**config.mk**
```make
export PLATFORM = sky130hd
export DESIGN_NAME = command_retry_ack_tracker_flat
export DESIGN_NICKNAME = d
export VERILOG_FILES = /design/src/rtl/crat_pkg.sv /design/src/rtl/crat_chan_if.sv /design/src/rtl/crat_ctrl.sv /design/src/rtl/crat_dp.sv /design/src/rtl/command_retry_ack_tracker.sv /design/src/flat_wrapper.sv
export VERILOG_INCLUDE_DIRS = /design/src /design/src/rtl
export SDC_FILE = /design/constraint.sdc
export NUM_CORES = 1
export LEC_CHECK = 0
export BUFFER_PORTS_ARGS = -buffer_cell sky130_fd_sc_hd__buf_4
export CAP_MARGIN = 20
export CORE_UTILIZATION = 44
export CTS_CLUSTER_DIAMETER = 200
export DETAILED_ROUTE_END_ITERATION = 16
export PLACE_DENSITY_LB_ADDON = 0.2
export SYNTH_ARGS = -nofsm -noshare
export SYNTH_HDL_FRONTEND = slang
export SYNTH_HIERARCHICAL = 1
export SYNTH_SLANG_ARGS = --single-unit
```
**constraint.sdc**
```tcl
create_clock -name clk -period 7.45 [get_ports clk]
set_clock_uncertainty 0.05 [all_clocks]
set_input_delay 1.49 -clock clk [delete_from_list [all_inputs] [get_ports clk]]
set_output_delay 1.49 -clock clk [all_outputs]
set_load 0.01 [all_outputs]
```
**src/rtl/assert_macros.svh**
```systemverilog
// ----------------------------------------------------------------------------
// Assertion macros
// Shared concurrent assertion forms. Each one samples on clk and is
// disabled while rst is high.
// ----------------------------------------------------------------------------
`ifndef ASSERT_MACROS_SVH
`define ASSERT_MACROS_SVH

// Same-cycle implication.
`define CRAT_ASSERT_IMP(label, ante, cons, msg) \
  label: assert property (@(posedge clk) disable iff (rst) (ante) |-> (cons)) \
    else $error(msg);

// Next-cycle implication.
`define CRAT_ASSERT_NXT(label, ante, cons, msg) \
  label: assert property (@(posedge clk) disable iff (rst) (ante) |=> (cons)) \
    else $error(msg);

`endif

```
**src/rtl/crat_pkg.sv**
```systemverilog
// ----------------------------------------------------------------------------
// crat_pkg
// Types, sizes and codes shared by the command retry and ack tracker.
// ----------------------------------------------------------------------------
`timescale 1ns / 1ps

package crat_pkg;

  // Table, event ring and node sizes.
  localparam int PENDING_SLOTS = 10;
  localparam int EVENT_DEPTH   = 8;
  localparam int NODE_BITS     = 16;

  localparam int SLOT_W  = (PENDING_SLOTS > 1) ? $clog2(PENDING_SLOTS) : 1;
  localparam int EVT_W   = $clog2(EVENT_DEPTH);
  localparam int ID_W    = 16;
  localparam int NODE_W  = 16;
  localparam int TRIES_W = 4;
  localparam int TIMER_W = 16;
  localparam int SLOT_OUT_W = 6;

  localparam logic [SLOT_W-1:0]  SLOT_LAST = SLOT_W'(PENDING_SLOTS - 1);
  localparam logic [EVT_W-1:0]   EVT_LAST  = EVT_W'(EVENT_DEPTH - 1);
  localparam logic [TRIES_W-1:0] TRIES_MAX = '1;
  localparam logic [TIMER_W-1:0] TIMER_MAX = '1;

  // Configuration port.
  localparam int CFG_INDEX_W = 1;
  localparam int CFG_DATA_W  = 16;
  localparam logic [CFG_INDEX_W-1:0] REG_ACK_TIMEOUT   = 1'b0;
  localparam logic [CFG_INDEX_W-1:0] REG_ATTEMPT_LIMIT = 1'b1;
  localparam logic [TIMER_W-1:0] ACK_TIMEOUT_RESET   = 16'd800;
  localparam logic [TRIES_W-1:0] ATTEMPT_LIMIT_RESET = 4'd3;

  typedef enum logic [1:0] {
    CMD_ENQUEUE = 2'd0,
    CMD_ACK     = 2'd1,
    CMD_TICK    = 2'd2,
    CMD_POP     = 2'd3
  } cmd_t;

  typedef enum logic [2:0] {
    KIND_IDLE         = 3'd0,
    KIND_TRANSMIT     = 3'd1,
    KIND_FAILED       = 3'd2,
    KIND_ENQUEUED     = 3'd3,
    KIND_REJECTED     = 3'd4,
    KIND_POPPED       = 3'd5,
    KIND_EVENTS_EMPTY = 3'd6,
    KIND_ACK_HANDLED  = 3'd7
  } kind_t;

  typedef struct packed {
    cmd_t              cmd;
    logic [ID_W-1:0]   command_id;
    logic [NODE_W-1:0] node_number;
    logic              turn_on;
    logic              has_action;
  } in_item_t;

  typedef struct packed {
    kind_t                 kind;
    logic [ID_W-1:0]       out_command_id;
    logic [NODE_W-1:0]     out_node_number;
    logic                  out_turn_on;
    logic [TRIES_W-1:0]    attempt_number;
    logic                  matched;
    logic                  event_dropped;
    logic [SLOT_OUT_W-1:0] slot_used;
  } out_item_t;

  // One entry of the ack event ring.
  typedef struct packed {
    logic [ID_W-1:0]      id;
    logic [NODE_BITS-1:0] node;
    logic                 ok;
  } ack_event_t;

  // Controller to datapath.
  typedef struct packed {
    logic latch;
    logic probe;
    logic scan;
    logic capture;
    logic apply;
    logic commit;
  } ctl_t;

  // Datapath to controller.
  typedef struct packed {
    cmd_t cmd;
    logic early_reject;
    logic inflight_valid;
    logic cond;
    logic last;
    logic out_free;
  } sts_t;

  // Keep a node number to NODE_BITS bits.
  function automatic logic [NODE_BITS-1:0] node_in(logic [NODE_W-1:0] n);
    logic [NODE_BITS+NODE_W-1:0] w;
    w = {{NODE_BITS{1'b0}}, n};
    return w[NODE_BITS-1:0];
  endfunction

  // Widen or trim a stored node to the result field.
  function automatic logic [NODE_W-1:0] node_out(logic [NODE_BITS-1:0] n);
    logic [NODE_BITS+NODE_W-1:0] w;
    w = {{NODE_W{1'b0}}, n};
    return w[NODE_W-1:0];
  endfunction

endpackage

```
**src/rtl/crat_chan_if.sv**
```systemverilog
// ----------------------------------------------------------------------------
// crat channel interfaces
// Valid/ready channels for incoming requests and outgoing results.
// ----------------------------------------------------------------------------
`timescale 1ns / 1ps

interface crat_in_if;
  import crat_pkg::*;

  logic     valid;
  logic     ready;
  in_item_t data;

  modport source (output valid, output data, input ready);
  modport sink   (input valid, input data, output ready);
endinterface

interface crat_out_if;
  import crat_pkg::*;

  logic      valid;
  logic      ready;
  out_item_t data;

  modport source (output valid, output data, input ready);
  modport sink   (input valid, input data, output ready);
endinterface

```
**src/rtl/crat_ctrl.sv**
```systemverilog
// ----------------------------------------------------------------------------
// crat_ctrl
// Request sequencer: dispatch, in-flight probe, slot scan and commit.
// ----------------------------------------------------------------------------
`timescale 1ns / 1ps
`include "assert_macros.svh"

module crat_ctrl (
  input  logic          clk,
  input  logic          rst,
  input  logic          item_valid,
  output logic          item_ready,
  input  crat_pkg::sts_t sts,
  output crat_pkg::ctl_t ctl
);
  import crat_pkg::*;

  typedef enum logic [4:0] {
    ST_IDLE     = 5'b00001,
    ST_DISPATCH = 5'b00010,
    ST_PROBE    = 5'b00100,
    ST_SCAN     = 5'b01000,
    ST_APPLY    = 5'b10000
  } state_t;

  state_t state;
  state_t state_next;

  // State register.
  always_ff @(posedge clk) begin
    if (rst) begin
      state <= ST_IDLE;
    end else begin
      state <= state_next;
    end
  end

  // Next state.
  always_comb begin
    state_next = state;
    case (state)
      ST_IDLE: begin
        if (item_valid) state_next = ST_DISPATCH;
      end
      ST_DISPATCH: begin
        case (sts.cmd)
          CMD_ENQUEUE: state_next = sts.early_reject ? ST_APPLY : ST_SCAN;
          CMD_ACK:     state_next = sts.inflight_valid ? ST_PROBE : ST_SCAN;
          CMD_TICK:    state_next = sts.inflight_valid ? ST_PROBE : ST_SCAN;
          default:     state_next = ST_APPLY;
        endcase
      end
      ST_PROBE: begin
        // A tick only needs the in-flight slot; an ack without a match falls back to a scan.
        if (sts.cmd == CMD_TICK || sts.cond) state_next = ST_APPLY;
        else state_next = ST_SCAN;
      end
      ST_SCAN: begin
        if (sts.cond || sts.last) state_next = ST_APPLY;
      end
      ST_APPLY: begin
        if (sts.out_free) state_next = ST_IDLE;
      end
      default: state_next = ST_IDLE;
    endcase
  end

  // Commands to the datapath.
  always_comb begin
    item_ready  = (state == ST_IDLE);
    ctl.latch   = (state == ST_IDLE) && item_valid;
    ctl.probe   = (state == ST_PROBE);
    ctl.scan    = (state == ST_SCAN);
    ctl.capture = ((state == ST_PROBE) && (sts.cmd == CMD_TICK || sts.cond)) ||
                  ((state == ST_SCAN) && sts.cond);
    ctl.apply   = (state == ST_APPLY);
    ctl.commit  = (state == ST_APPLY) && sts.out_free;
  end

  `CRAT_ASSERT_NXT(a_accept_leaves_idle, item_valid && item_ready, state == ST_DISPATCH, "no start")
  `CRAT_ASSERT_NXT(a_commit_returns_idle, ctl.commit, state == ST_IDLE, "not idle after commit")

endmodule

```
**src/rtl/crat_dp.sv**
```systemverilog
// ----------------------------------------------------------------------------
// crat_dp
// Pending command table, in-flight timer, ack event ring and result register.
// ----------------------------------------------------------------------------
`timescale 1ns / 1ps
`include "assert_macros.svh"

module crat_dp (
  input  logic                                clk,
  input  logic                                rst,
  input  crat_pkg::in_item_t                  item_data,
  input  logic                                wr_en,
  input  logic [crat_pkg::CFG_INDEX_W-1:0]    wr_index,
  input  logic [crat_pkg::CFG_DATA_W-1:0]     wr_data,
  input  crat_pkg::ctl_t                      ctl,
  output crat_pkg::sts_t                      sts,
  crat_out_if.source                          result
);
  import crat_pkg::*;

  // Configuration registers.
  logic [TIMER_W-1:0] ack_timeout;
  logic [TRIES_W-1:0] attempt_limit;

  // Latched request and scan state.
  in_item_t          it;
  logic [SLOT_W-1:0] idx;
  logic              hit;
  logic [SLOT_W-1:0] hit_slot;

  // Pending table.
  logic                 slot_valid      [PENDING_SLOTS];
  logic [ID_W-1:0]      slot_command_id [PENDING_SLOTS];
  logic [NODE_BITS-1:0] slot_node       [PENDING_SLOTS];
  logic                 slot_light      [PENDING_SLOTS];
  logic [TRIES_W-1:0]   slot_tries      [PENDING_SLOTS];

  // In-flight command.
  logic               inflight_valid;
  logic [SLOT_W-1:0]  inflight_slot;
  logic [TIMER_W-1:0] since_send;

  // Ack event ring.
  ack_event_t       event_ring [EVENT_DEPTH];
  logic [EVT_W-1:0] event_read_ptr;
  logic [EVT_W-1:0] event_write_ptr;

  // Result register.
  logic      out_valid;
  out_item_t out_data;

  // Combinational helpers.
  logic [SLOT_W-1:0]    rd_addr;
  logic                 rd_valid;
  logic [ID_W-1:0]      rd_id;
  logic [NODE_BITS-1:0] rd_node;
  logic                 rd_light;
  logic [TRIES_W-1:0]   rd_tries;
  logic [NODE_BITS-1:0] it_node;
  logic                 early_reject;
  logic [TIMER_W-1:0]   ss_inc;
  logic                 timeout;
  logic [TRIES_W-1:0]   tries_inc;
  logic                 do_transmit;
  logic                 do_fail;
  logic [EVT_W-1:0]     wptr_next;
  logic [EVT_W-1:0]     rptr_next;
  logic                 ring_full;
  logic                 ring_empty;
  logic                 out_free;
  out_item_t            res;

  // Single table read port: in-flight slot, scan index or found slot.
  always_comb begin
    if (ctl.probe) rd_addr = inflight_slot;
    else if (ctl.apply) rd_addr = hit_slot;
    else rd_addr = idx;
    rd_valid = slot_valid[rd_addr];
    rd_id    = slot_command_id[rd_addr];
    rd_node  = slot_node[rd_addr];
    rd_light = slot_light[rd_addr];
    rd_tries = slot_tries[rd_addr];
  end

  // Status for the controller.
  always_comb begin
    it_node      = node_in(it.node_number);
    early_reject = (it_node == '0) || !it.has_action;
    case (it.cmd)
      CMD_ENQUEUE: sts.cond = !rd_valid;
      CMD_ACK:     sts.cond = rd_valid && (rd_id == it.command_id) && (rd_node == it_node);
      CMD_TICK:    sts.cond = rd_valid;
      default:     sts.cond = 1'b0;
    endcase
    out_free           = !out_valid || result.ready;
    sts.cmd            = it.cmd;
    sts.early_reject   = early_reject;
    sts.inflight_valid = inflight_valid;
    sts.last           = (idx == SLOT_LAST);
    sts.out_free       = out_free;
  end

  // Timer, retry count and ring pointer arithmetic.
  always_comb begin
    ss_inc      = (since_send != TIMER_MAX) ? since_send + 1'b1 : since_send;
    timeout     = (ss_inc >= ack_timeout);
    tries_inc   = (rd_tries != TRIES_MAX) ? rd_tries + 1'b1 : rd_tries;
    do_fail     = (it.cmd == CMD_TICK) && inflight_valid && hit && timeout &&
                  (rd_tries >= attempt_limit);
    do_transmit = (it.cmd == CMD_TICK) && hit &&
                  (!inflight_valid || (timeout && (rd_tries < attempt_limit)));
    wptr_next   = (event_write_ptr == EVT_LAST) ? '0 : event_write_ptr + 1'b1;
    rptr_next   = (event_read_ptr == EVT_LAST) ? '0 : event_read_ptr + 1'b1;
    ring_full   = (wptr_next == event_read_ptr);
    ring_empty  = (event_read_ptr == event_write_ptr);
  end

  // Result of the request being committed.
  always_comb begin
    res      = '0;
    res.kind = KIND_IDLE;
    case (it.cmd)
      CMD_ENQUEUE: begin
        res.out_command_id  = it.command_id;
        res.out_node_number = node_out(it_node);
        if (!early_reject && hit) begin
          res.kind      = KIND_ENQUEUED;
          res.slot_used = SLOT_OUT_W'(hit_slot);
        end else begin
          res.kind = KIND_REJECTED;
        end
      end
      CMD_ACK: begin
        res.kind            = KIND_ACK_HANDLED;
        res.out_command_id  = it.command_id;
        res.out_node_number = node_out(it_node);
        res.matched         = hit;
        res.event_dropped   = ring_full;
      end
      CMD_TICK: begin
        if (do_transmit || do_fail) begin
          res.out_command_id  = rd_id;
          res.out_node_number = node_out(rd_node);
          res.slot_used       = SLOT_OUT_W'(hit_slot);
          if (do_transmit) begin
            res.kind           = KIND_TRANSMIT;
            res.out_turn_on    = rd_light;
            res.attempt_number = tries_inc;
          end else begin
            res.kind           = KIND_FAILED;
            res.attempt_number = rd_tries;
          end
        end
      end
      default: begin
        if (ring_empty) begin
          res.kind = KIND_EVENTS_EMPTY;
        end else begin
          res.kind            = KIND_POPPED;
          res.out_command_id  = event_ring[event_read_ptr].id;
          res.out_node_number = node_out(event_ring[event_read_ptr].node);
          res.matched         = event_ring[event_read_ptr].ok;
        end
      end
    endcase
  end

  // Configuration writes.
  always_ff @(posedge clk) begin
    if (rst) begin
      ack_timeout   <= ACK_TIMEOUT_RESET;
      attempt_limit <= ATTEMPT_LIMIT_RESET;
    end else if (wr_en) begin
      if (wr_index == REG_ACK_TIMEOUT) ack_timeout <= wr_data[TIMER_W-1:0];
      if (wr_index == REG_ATTEMPT_LIMIT) attempt_limit <= wr_data[TRIES_W-1:0];
    end
  end

  // Request latch and scan bookkeeping.
  always_ff @(posedge clk) begin
    if (ctl.latch) begin
      it  <= item_data;
      idx <= '0;
      hit <= 1'b0;
    end else begin
      if (ctl.scan && idx != SLOT_LAST) idx <= idx + 1'b1;
      if (ctl.capture) begin
        hit      <= sts.cond;
        hit_slot <= rd_addr;
      end
    end
  end

  // Control state: valid bits, in-flight mark, timer and ring pointers.
  always_ff @(posedge clk) begin
    if (rst) begin
      for (int i = 0; i < PENDING_SLOTS; i++) slot_valid[i] <= 1'b0;
      inflight_valid  <= 1'b0;
      inflight_slot   <= '0;
      since_send      <= '0;
      event_read_ptr  <= '0;
      event_write_ptr <= '0;
    end else if (ctl.commit) begin
      case (it.cmd)
        CMD_ENQUEUE: begin
          if (!early_reject && hit) slot_valid[hit_slot] <= 1'b1;
        end
        CMD_ACK: begin
          if (hit) begin
            slot_valid[hit_slot] <= 1'b0;
            if (inflight_valid && inflight_slot == hit_slot) begin
              inflight_valid <= 1'b0;
              inflight_slot  <= '0;
            end
          end
          if (!ring_full) event_write_ptr <= wptr_next;
        end
        CMD_TICK: begin
          if (inflight_valid) begin
            if (!hit) begin
              inflight_valid <= 1'b0;
              inflight_slot  <= '0;
            end else if (do_transmit) begin
              since_send <= '0;
            end else begin
              since_send <= ss_inc;
            end
            if (do_fail) begin
              slot_valid[hit_slot] <= 1'b0;
              inflight_valid       <= 1'b0;
              inflight_slot        <= '0;
            end
          end else if (hit) begin
            inflight_valid <= 1'b1;
            inflight_slot  <= hit_slot;
            since_send     <= '0;
          end
        end
        default: begin
          if (!ring_empty) event_read_ptr <= rptr_next;
        end
      endcase
    end
  end

  // Table payload and ring entries.
  always_ff @(posedge clk) begin
    if (ctl.commit) begin
      if (it.cmd == CMD_ENQUEUE && !early_reject && hit) begin
        slot_command_id[hit_slot] <= it.command_id;
        slot_node[hit_slot]       <= it_node;
        slot_light[hit_slot]      <= it.turn_on;
        slot_tries[hit_slot]      <= '0;
      end
      if (do_transmit) slot_tries[hit_slot] <= tries_inc;
      if (it.cmd == CMD_ACK && !ring_full) begin
        event_ring[event_write_ptr].id   <= it.command_id;
        event_ring[event_write_ptr].node <= it_node;
        event_ring[event_write_ptr].ok   <= hit;
      end
    end
  end

  // Result register.
  always_ff @(posedge clk) begin
    if (rst) begin
      out_valid <= 1'b0;
    end else if (ctl.commit) begin
      out_valid <= 1'b1;
    end else if (result.ready) begin
      out_valid <= 1'b0;
    end
  end

  always_ff @(posedge clk) begin
    if (ctl.commit) out_data <= res;
  end

  assign result.valid = out_valid;
  assign result.data  = out_data;

  `CRAT_ASSERT_IMP(a_inflight_slot_pending, inflight_valid, slot_valid[inflight_slot], "stale slot")
  `CRAT_ASSERT_NXT(a_commit_shows_result, ctl.commit, result.valid, "no result after commit")

endmodule

```
**src/rtl/command_retry_ack_tracker.sv**
```systemverilog
// ----------------------------------------------------------------------------
// command_retry_ack_tracker
// Pending light-command table with stop-and-wait retransmission and an
// ack event ring.
// ----------------------------------------------------------------------------
//   Channel   Dir   Handshake        Payload
//   item      in    valid / ready    cmd, command_id, node_number, turn_on,
//                                    has_action
//   result    out   valid / ready    kind, out_command_id, out_node_number,
//                                    out_turn_on, attempt_number, matched,
//                                    event_dropped, slot_used
//   wr_*      in    wr_en strobe     wr_index, wr_data (0 ack_timeout,
//                                    1 attempt_limit)
//
// One request is in the block at a time; each request gives one result.
// Pop and rejected enqueue go from dispatch straight to apply; enqueue, ack
// and tick scan the table one slot per cycle (PENDING_SLOTS slots); with a
// command in flight, a tick probes only its slot and an ack probes it first.
// A new request is accepted in the cycle after the previous one commits into
// the result register, which holds it while the result side stalls.
// Reset is synchronous; it empties the table and the ring and restores the
// configuration registers.
// ----------------------------------------------------------------------------
`timescale 1ns / 1ps

module command_retry_ack_tracker (
  input  logic                             clk,
  input  logic                             rst,
  crat_in_if.sink                          item,
  crat_out_if.source                       result,
  input  logic                             wr_en,
  input  logic [crat_pkg::CFG_INDEX_W-1:0] wr_index,
  input  logic [crat_pkg::CFG_DATA_W-1:0]  wr_data
);
  import crat_pkg::*;

  ctl_t ctl;
  sts_t sts;
  logic ready;

  // Sequencer.
  crat_ctrl u_ctrl (
    .clk        (clk),
    .rst        (rst),
    .item_valid (item.valid),
    .item_ready (ready),
    .sts        (sts),
    .ctl        (ctl)
  );

  // Table, timer, ring and result register.
  crat_dp u_dp (
    .clk       (clk),
    .rst       (rst),
    .item_data (item.data),
    .wr_en     (wr_en),
    .wr_index  (wr_index),
    .wr_data   (wr_data),
    .ctl       (ctl),
    .sts       (sts),
    .result    (result)
  );

  assign item.ready = ready;

endmodule
```
**src/flat_wrapper.sv**
```systemverilog
// flat-port wrapper written by rule: the top's interface ports become plain ports
module command_retry_ack_tracker_flat import crat_pkg::*;
  (clk, rst, wr_en, wr_index, wr_data, item_valid, item_data, item_ready, result_valid, result_data, result_ready);
  crat_in_if item_i ();
  crat_out_if result_i ();
  input  logic clk;
  input  logic rst;
  input  logic wr_en;
  input  logic [crat_pkg::CFG_INDEX_W-1:0] wr_index;
  input  logic [crat_pkg::CFG_DATA_W-1:0] wr_data;
  input wire logic [$bits(item_i.valid)-1:0] item_valid;
  input wire logic [$bits(item_i.data)-1:0] item_data;
  output wire logic [$bits(item_i.ready)-1:0] item_ready;
  output wire logic [$bits(result_i.valid)-1:0] result_valid;
  output wire logic [$bits(result_i.data)-1:0] result_data;
  input wire logic [$bits(result_i.ready)-1:0] result_ready;
  assign item_i.valid = item_valid;
  assign item_i.data = item_data;
  assign item_ready = item_i.ready;
  assign result_valid = result_i.valid;
  assign result_data = result_i.data;
  assign result_i.ready = result_ready;
  command_retry_ack_tracker u_core (.clk(clk), .rst(rst), .item(item_i), .result(result_i), .wr_en(wr_en), .wr_index(wr_index), .wr_data(wr_data));
endmodule
```
Word level (Yosys, flattened, before mapping)
Memories as Yosys holds them, arrays and structs flattened. A register that Yosys moved wholly into a read port is not among the register bits.
Cells that the tools add are included.
{"block": "totals", "reg_bits": 146, "ramBits": 644, "inputBits": 58, "output_inout_bits": 50, "word_cells": 204, "mem_count": 6}
{"name": "u_core.u_dp.event_ring", "depth": 8, "word_bits": 33, "rd": 1, "rd_clocked_by_memory_dff": 1, "wr": 1, "line_no": "crat_dp.sv:44", "rtl": "ack_event_t event_ring [EVENT_DEPTH];"}
{"name": "u_core.u_dp.slot_command_id", "depth": 10, "word_bits": 16, "rd": 1, "rd_clocked_by_memory_dff": 0, "wr": 1, "line_no": "crat_dp.sv:33", "rtl": "logic [ID_W-1:0] slot_command_id [PENDING_SLOTS];"}
{"name": "u_core.u_dp.slot_node", "depth": 10, "word_bits": 16, "rd": 1, "rd_clocked_by_memory_dff": 0, "wr": 1, "line_no": "crat_dp.sv:34", "rtl": "logic [NODE_BITS-1:0] slot_node [PENDING_SLOTS];"}
{"name": "u_core.u_dp.slot_tries", "depth": 10, "word_bits": 4, "rd": 1, "rd_clocked_by_memory_dff": 0, "wr": 1, "line_no": "crat_dp.sv:36", "rtl": "logic [TRIES_W-1:0] slot_tries [PENDING_SLOTS];"}
{"name": "u_core.u_dp.slot_light", "depth": 10, "word_bits": 1, "rd": 1, "rd_clocked_by_memory_dff": 0, "wr": 1, "line_no": "crat_dp.sv:35", "rtl": "logic slot_light [PENDING_SLOTS];"}
{"name": "u_core.u_dp.slot_valid", "depth": 10, "word_bits": 1, "rd": 1, "rd_clocked_by_memory_dff": 0, "wr": 10, "line_no": "crat_dp.sv:32", "rtl": "logic slot_valid [PENDING_SLOTS];"}
{"block": "classes", "addsub": 5, "magnitude_cmp": 3, "eq_ne": 25, "n_mux": 81, "bitwise_logic": 8, "reduce_logical": 51}
{"cell": "$pmux 35 s3", "n": 1}
{"cell": "$mux 16", "n": 5}
{"cell": "$mux 4", "n": 15}
{"cell": "$mux 40", "n": 1}
{"cell": "$mux 1", "n": 39}
{"cell": "$eq 16x16->1", "n": 2}
{"cell": "$mux 32", "n": 1}
{"cell": "$mux 5", "n": 5}
{"cell": "$pmux 5 s5", "n": 1}
{"cell": "$logic_and 1x1->1", "n": 19}
{"cell": "$add 16x1->16 const B", "n": 1}
{"cell": "$ge 16x16->1", "n": 1}
{"cell": "$logic_not 16->1", "n": 1}
{"cell": "$ne 16x16->1 const B", "n": 1}
{"cell": "$mux 3", "n": 5}
{"cell": "$reduce_and 3->1", "n": 5}
{"cell": "$ne 4x4->1 const B", "n": 3}
{"cell": "$pmux 6 s2", "n": 1}
{"cell": "$pmux 5 s2", "n": 1}
{"cell": "$add 4x1->4 const B", "n": 2}
{"cell": "$ne 2x2->1 const B", "n": 4}
{"cell": "$pmux 4 s2", "n": 1}
{"cell": "$reduce_and 2->1", "n": 4}
{"cell": "$logic_or 1x1->1", "n": 7}
{"cell": "other kinds (29)", "n": 47}

Logic depth before layout (Yosys ltp)
An unclocked memory read counts as a cell.
{"block": "logic_depth", "ltp_word": 15, "mapped_depth": 25, "ltp_nobuf": 21}

By module
The synthesis kept the hierarchy.
{"module": "crat_dp", "n_inst": 1, "cells_each": 2188, "area_per_inst_um2": 33330.7, "seq_area_each_um2": 23222.3}
{"module": "crat_ctrl", "n_inst": 1, "cells_each": 54, "area_per_inst_um2": 432.9, "seq_area_each_um2": 100.1}

Worst setup path after synthesis
Ideal clock, no wire load.
{"block": "synth_path", "path_type": "input -> register", "startpoint": "in result_ready", "endpoint": "mem u_core/u_dp/event_ring[2][0] (netlist name), enable pin", "setup_time_ns": 0.471, "t_arrival_ns": 6.221, "required_ns": 6.929, "slack_ns": 0.707, "cell_stages": 7, "n_path_buf": 2, "path_cell_list": "nand2b_1 -> buf_4 -> and3_1 -> clkbuf_1 -> nand3_1 -> or2_2 -> nor3b_1"}
{"item": "start: declaration", "line_no": "flat_wrapper.sv:16", "rtl": "input wire logic [$bits(result_i.ready)-1:0] result_ready;"}
{"item": "end: declaration", "line_no": "crat_dp.sv:44"}

==> results.md <==
- Status: finished, final reports clean
- DR iter-0 viols: 2218
- Share of cells above drive strength 1: 17.7%
- Die H: 279 um
- Slowest CP cell: nand3_1
- First-pass GRT wire length: 130000 um
- Post-route minimum period: 6.73 ns
- Finished Cell Area: 38600 um^2
- Crit-path leading delay family: simple AND/OR/NAND/NOR gates
- Worst EP arrival: 7.01 ns
- Core area: 75900 um^2
- Sw Share: 20.6%
- Max Slew Vio Count: 0
- Worst Max-Slew Pin Slew: 1.12 ns
- Post-route ant nets: 0
- Period Utilization, post-route: 90.3%
- Synth async-reset ratio: 0%
- WP data required: 7.74 ns
- Routed len/inst: 25.2 um
- Placed Area: 36000 um^2
- Int Pwr: 7.32 mW
- Clk root buf: clkbuf_16
- Total track usage: 22.5%
- Largest net degree at the start of global routing: 56
- Post_cts resized: 0
- Top_reg_cell synth: edfxtp_1
- Antenna violations before repair: 2
- Routability cong.: 0.891
- Starting density of the core: 44.5%
- Sequential cell fraction of total power: 53.7%
- Seq cells post-synth: 797
- Finished Core Util: 50.8%
- Hold_sp: u_core/u_dp/ack_timeout[14]
- Final nets: 2472
- CP cell instances: nor4_1 -> and2_1 -> mux2_4 -> o21ai_4 -> inv_4 -> mux4_2 -> nand2_1 -> and3_1 -> a31oi_1 -> ha_1 -> a21o_1 -> a21oi_1 -> o21ai_0 -> and3_1 -> inv_1 -> a2111oi_0 -> a21oi_1 -> nand3_1 -> buf_4 -> o21ai_0 -> o221ai_1
- Distinct cells, synth: 82
- Die footprint: 77800 um^2
- Power, Total: 9.21 mW
- Maximum clock frequency: 0.149 GHz
- Compound-Gate Fraction of Synth Area: 6.76%
- Worst slew margin: 25.0%
- Maximum clock path buffer count: 3
- Mux cell area share after synthesis: 11.2%
- Reg2Reg Launch Point: u_core/u_ctrl/state[0]
- Comb pwr share: 2.7%
- Postcts setup bufs: 0
- Area delta synth->final: 14.3%
- CP bufs+invs: 3
- Cell Area, Synth: 33800 um^2
- TritonCTS buffer count: 81
- Seq/Total Area, Yosys: 69.1%
- DRT Pass-1 Iters: 5
- Largest family of logic cells by synthesized area: multiplexers
- Sw Pwr: 1.90 mW
- Total wire length: 87600 um
- Die W: 279 um
- Element type at the critical path end: flip-flop
- Vias in the first global route: 19758
- DP Wirelength: 54600 um
- Reg clk slew, reported paths: 0.06 ns
- CTS H-tree depth: 3
- Post-Synth XOR/XNOR Area: 1.69%
- Yosys warns: 6
- Worst stage delay on the critical path: 0.87 ns
- Crit-path max FO: 23
- Fin Setup TNS: 0 ns
- CP startpoint: u_core/u_ctrl/state[0]
- Post-synth top area share: 65.5%
- Synth top area cells: edfxtp_1, mux4_2, mux2i_1, dfxtp_1, nand2_1
- Top cell type by total area after synthesis: edfxtp_1
- Final setup vio count: 0
- Crit path kind: reg -> reg
- I/O Pins: 108
- Input/output buffers: 105
- EDFF count, synth: 736
- Synth Instances: 2242
- Startpoint types: flip-flop
- Maximum vdd drop: 185 uV
- DR vias: 20271
- Synth Area in Adders: 1.15%
- Clk pwr share: 43.6%
- Mean post-synth cell area: 15.1 um^2
- Total gr overflow: 0
- RSZ-0062 raised after global routing: no
- PD cells: 239 nW/um^2
- Cells after DPL: 3327
- Final number of hold-violating endpoints: 0
- Row count: 101
- Synth Area in Simple Gates: 7.71%
- Final Non-Filler Cells: 3477
- LEAKAGE: 12.5 nW
- DR vias/cell: 5.83
- Cts hold-fix bufs: 0
- Max cap viols: 0
- DRC viols: 0
- Clock Latency Late Sink: 0.64 ns
- Clock sinks: 797
- Worst Hold Class: reg -> reg
- Clock tree from TritonCTS: yes
-- stage by stage --
stage | hold slack (ns) | worst slack [ns]
floorplan | 0.386 | 0.707
global placement | 0.399 | 1.04
detailed placement | 0.401 | 0.861
CTS | 0.409 | 0.803
global route | 0.432 | 0.319
finish | 0.410 | 0.723
-- worst min-delay path, delay by kind of cell, from the launching register on --
kind | cells | cell delay (ns)
simple gates | 1 | 0.05
compound gates | 1 | 0.05
flops | 1 | 0.31
-- placed cells by master, fill, tap and decap left out, types with 20 or more instances in the layout --
cell type  netlist  routed
edfxtp_1       736     736
nand2_1        218     218
buf_4           13     173
mux2i_1        170     170
nor2_1         114     102
clkbuf_16        0      84
mux4_2          81      81
a21oi_1         81      80
nand3_1         76      76
inv_1           68      66
dfxtp_1         61      58
o21ai_0         44      44
xnor2_1         35      35
ha_1            31      31
xor2_1          30      30
o211ai_1        30      30
clkbuf_1        65      26
o221ai_1        24      24
o22ai_1         21      21
nor3_1          22      20
nand4_1         20      20
-- synthesized netlist by cell type, types with 20 or more instances --
master / count
ha_1: 31
nand4_1: 20
inv_1: 68
o21ai_0: 44
nand2_1: 218
mux4_2: 81
o221ai_1: 24
o22ai_1: 21
clkbuf_1: 65
mux2i_1: 170
edfxtp_1: 736
nor2_1: 114
a21oi_1: 81
o211ai_1: 30
nor3_1: 22
xor2_1: 30
buf_2: 21
nand3_1: 76
dfxtp_1: 61
xnor2_1: 35
-- registers in the layout, summed over array words and instances, names as in the netlist, 3 cells and up, named ones only --
name,flops
u_core/u_dp/it,18
u_core/u_dp/event_write_ptr,3
u_core/u_dp/slot_node,160
u_core/u_dp/slot_light,10
u_core/u_dp/event_read_ptr,3
u_core/u_dp/ack_timeout,16
u_core/u_dp/since_send,16
u_core/u_dp/event_ring,264
u_core/u_dp/inflight_slot,4
u_core/u_dp/slot_valid,16
u_core/u_dp/it_node,16
u_core/u_dp/slot_tries,40
u_core/u_dp/result.data,46
u_core/u_dp/hit_slot,4
u_core/u_dp/attempt_limit,4
u_core/u_dp/slot_command_id,160
u_core/u_ctrl/state,5
u_core/u_dp/idx,4
-- power by group through the flow --
stage	registers [mW]	clock network, mW	logic [mW]
CTS	4.95	4.09	0.244
detailed placement	5.05	0	0.243
global route	4.95	4.25	0.265
finish	4.95	4.01	0.247
global placement	5.05	0	0.235
floorplan	5.06	0	0.107
-- final timing paths --
kind | endpoint | slack (ns) | cells past startpoint
worst max-delay path | u_core/u_dp/result.data[15] | 0.72 | 21
worst min-delay path | u_core/u_dp/ack_timeout[14] | 0.41 | 2
worst max register to register | u_core/u_dp/result.data[15] | 0.72 | 21
worst min register to register | u_core/u_dp/ack_timeout[14] | 0.41 | 2
-- cells by family (layout without fill, tap and decap cells) --
| group | count (synthesis) | after routing |
|---|---|---|
| DFF | 797 | 797 |
| and+or+nand+nor | 560 | 560 |
| AOI/OAI and AO/OA | 326 | 326 |
| muxes | 272 | 272 |
| buffers and inverters | 190 | 393 |
| xor gates and xnor gates | 65 | 65 |
| adders and majority gates | 31 | 31 |
| other | 1 | 3 |
-- cell type report --
cell class	count	area [um^2]
antenna	1	2.50
clock buffer	110	2200
clock inverter	36	395
fill	6309	37400
inverter	71	274
multi-input combinational	1256	9760
sequential	797	23300
tap	1030	1290
timing repair buffer	176	1330
-- per-layer routing --
metal	wire length [um]	part of all wire (%)	GRT usage, %
met2	41000	47	35.5
met5	0	0	0
met1	38400	44	32.8
met4	1550	1.8	5.87
met3	6580	7.5	3.19
(Power assumes the default switching activity.)
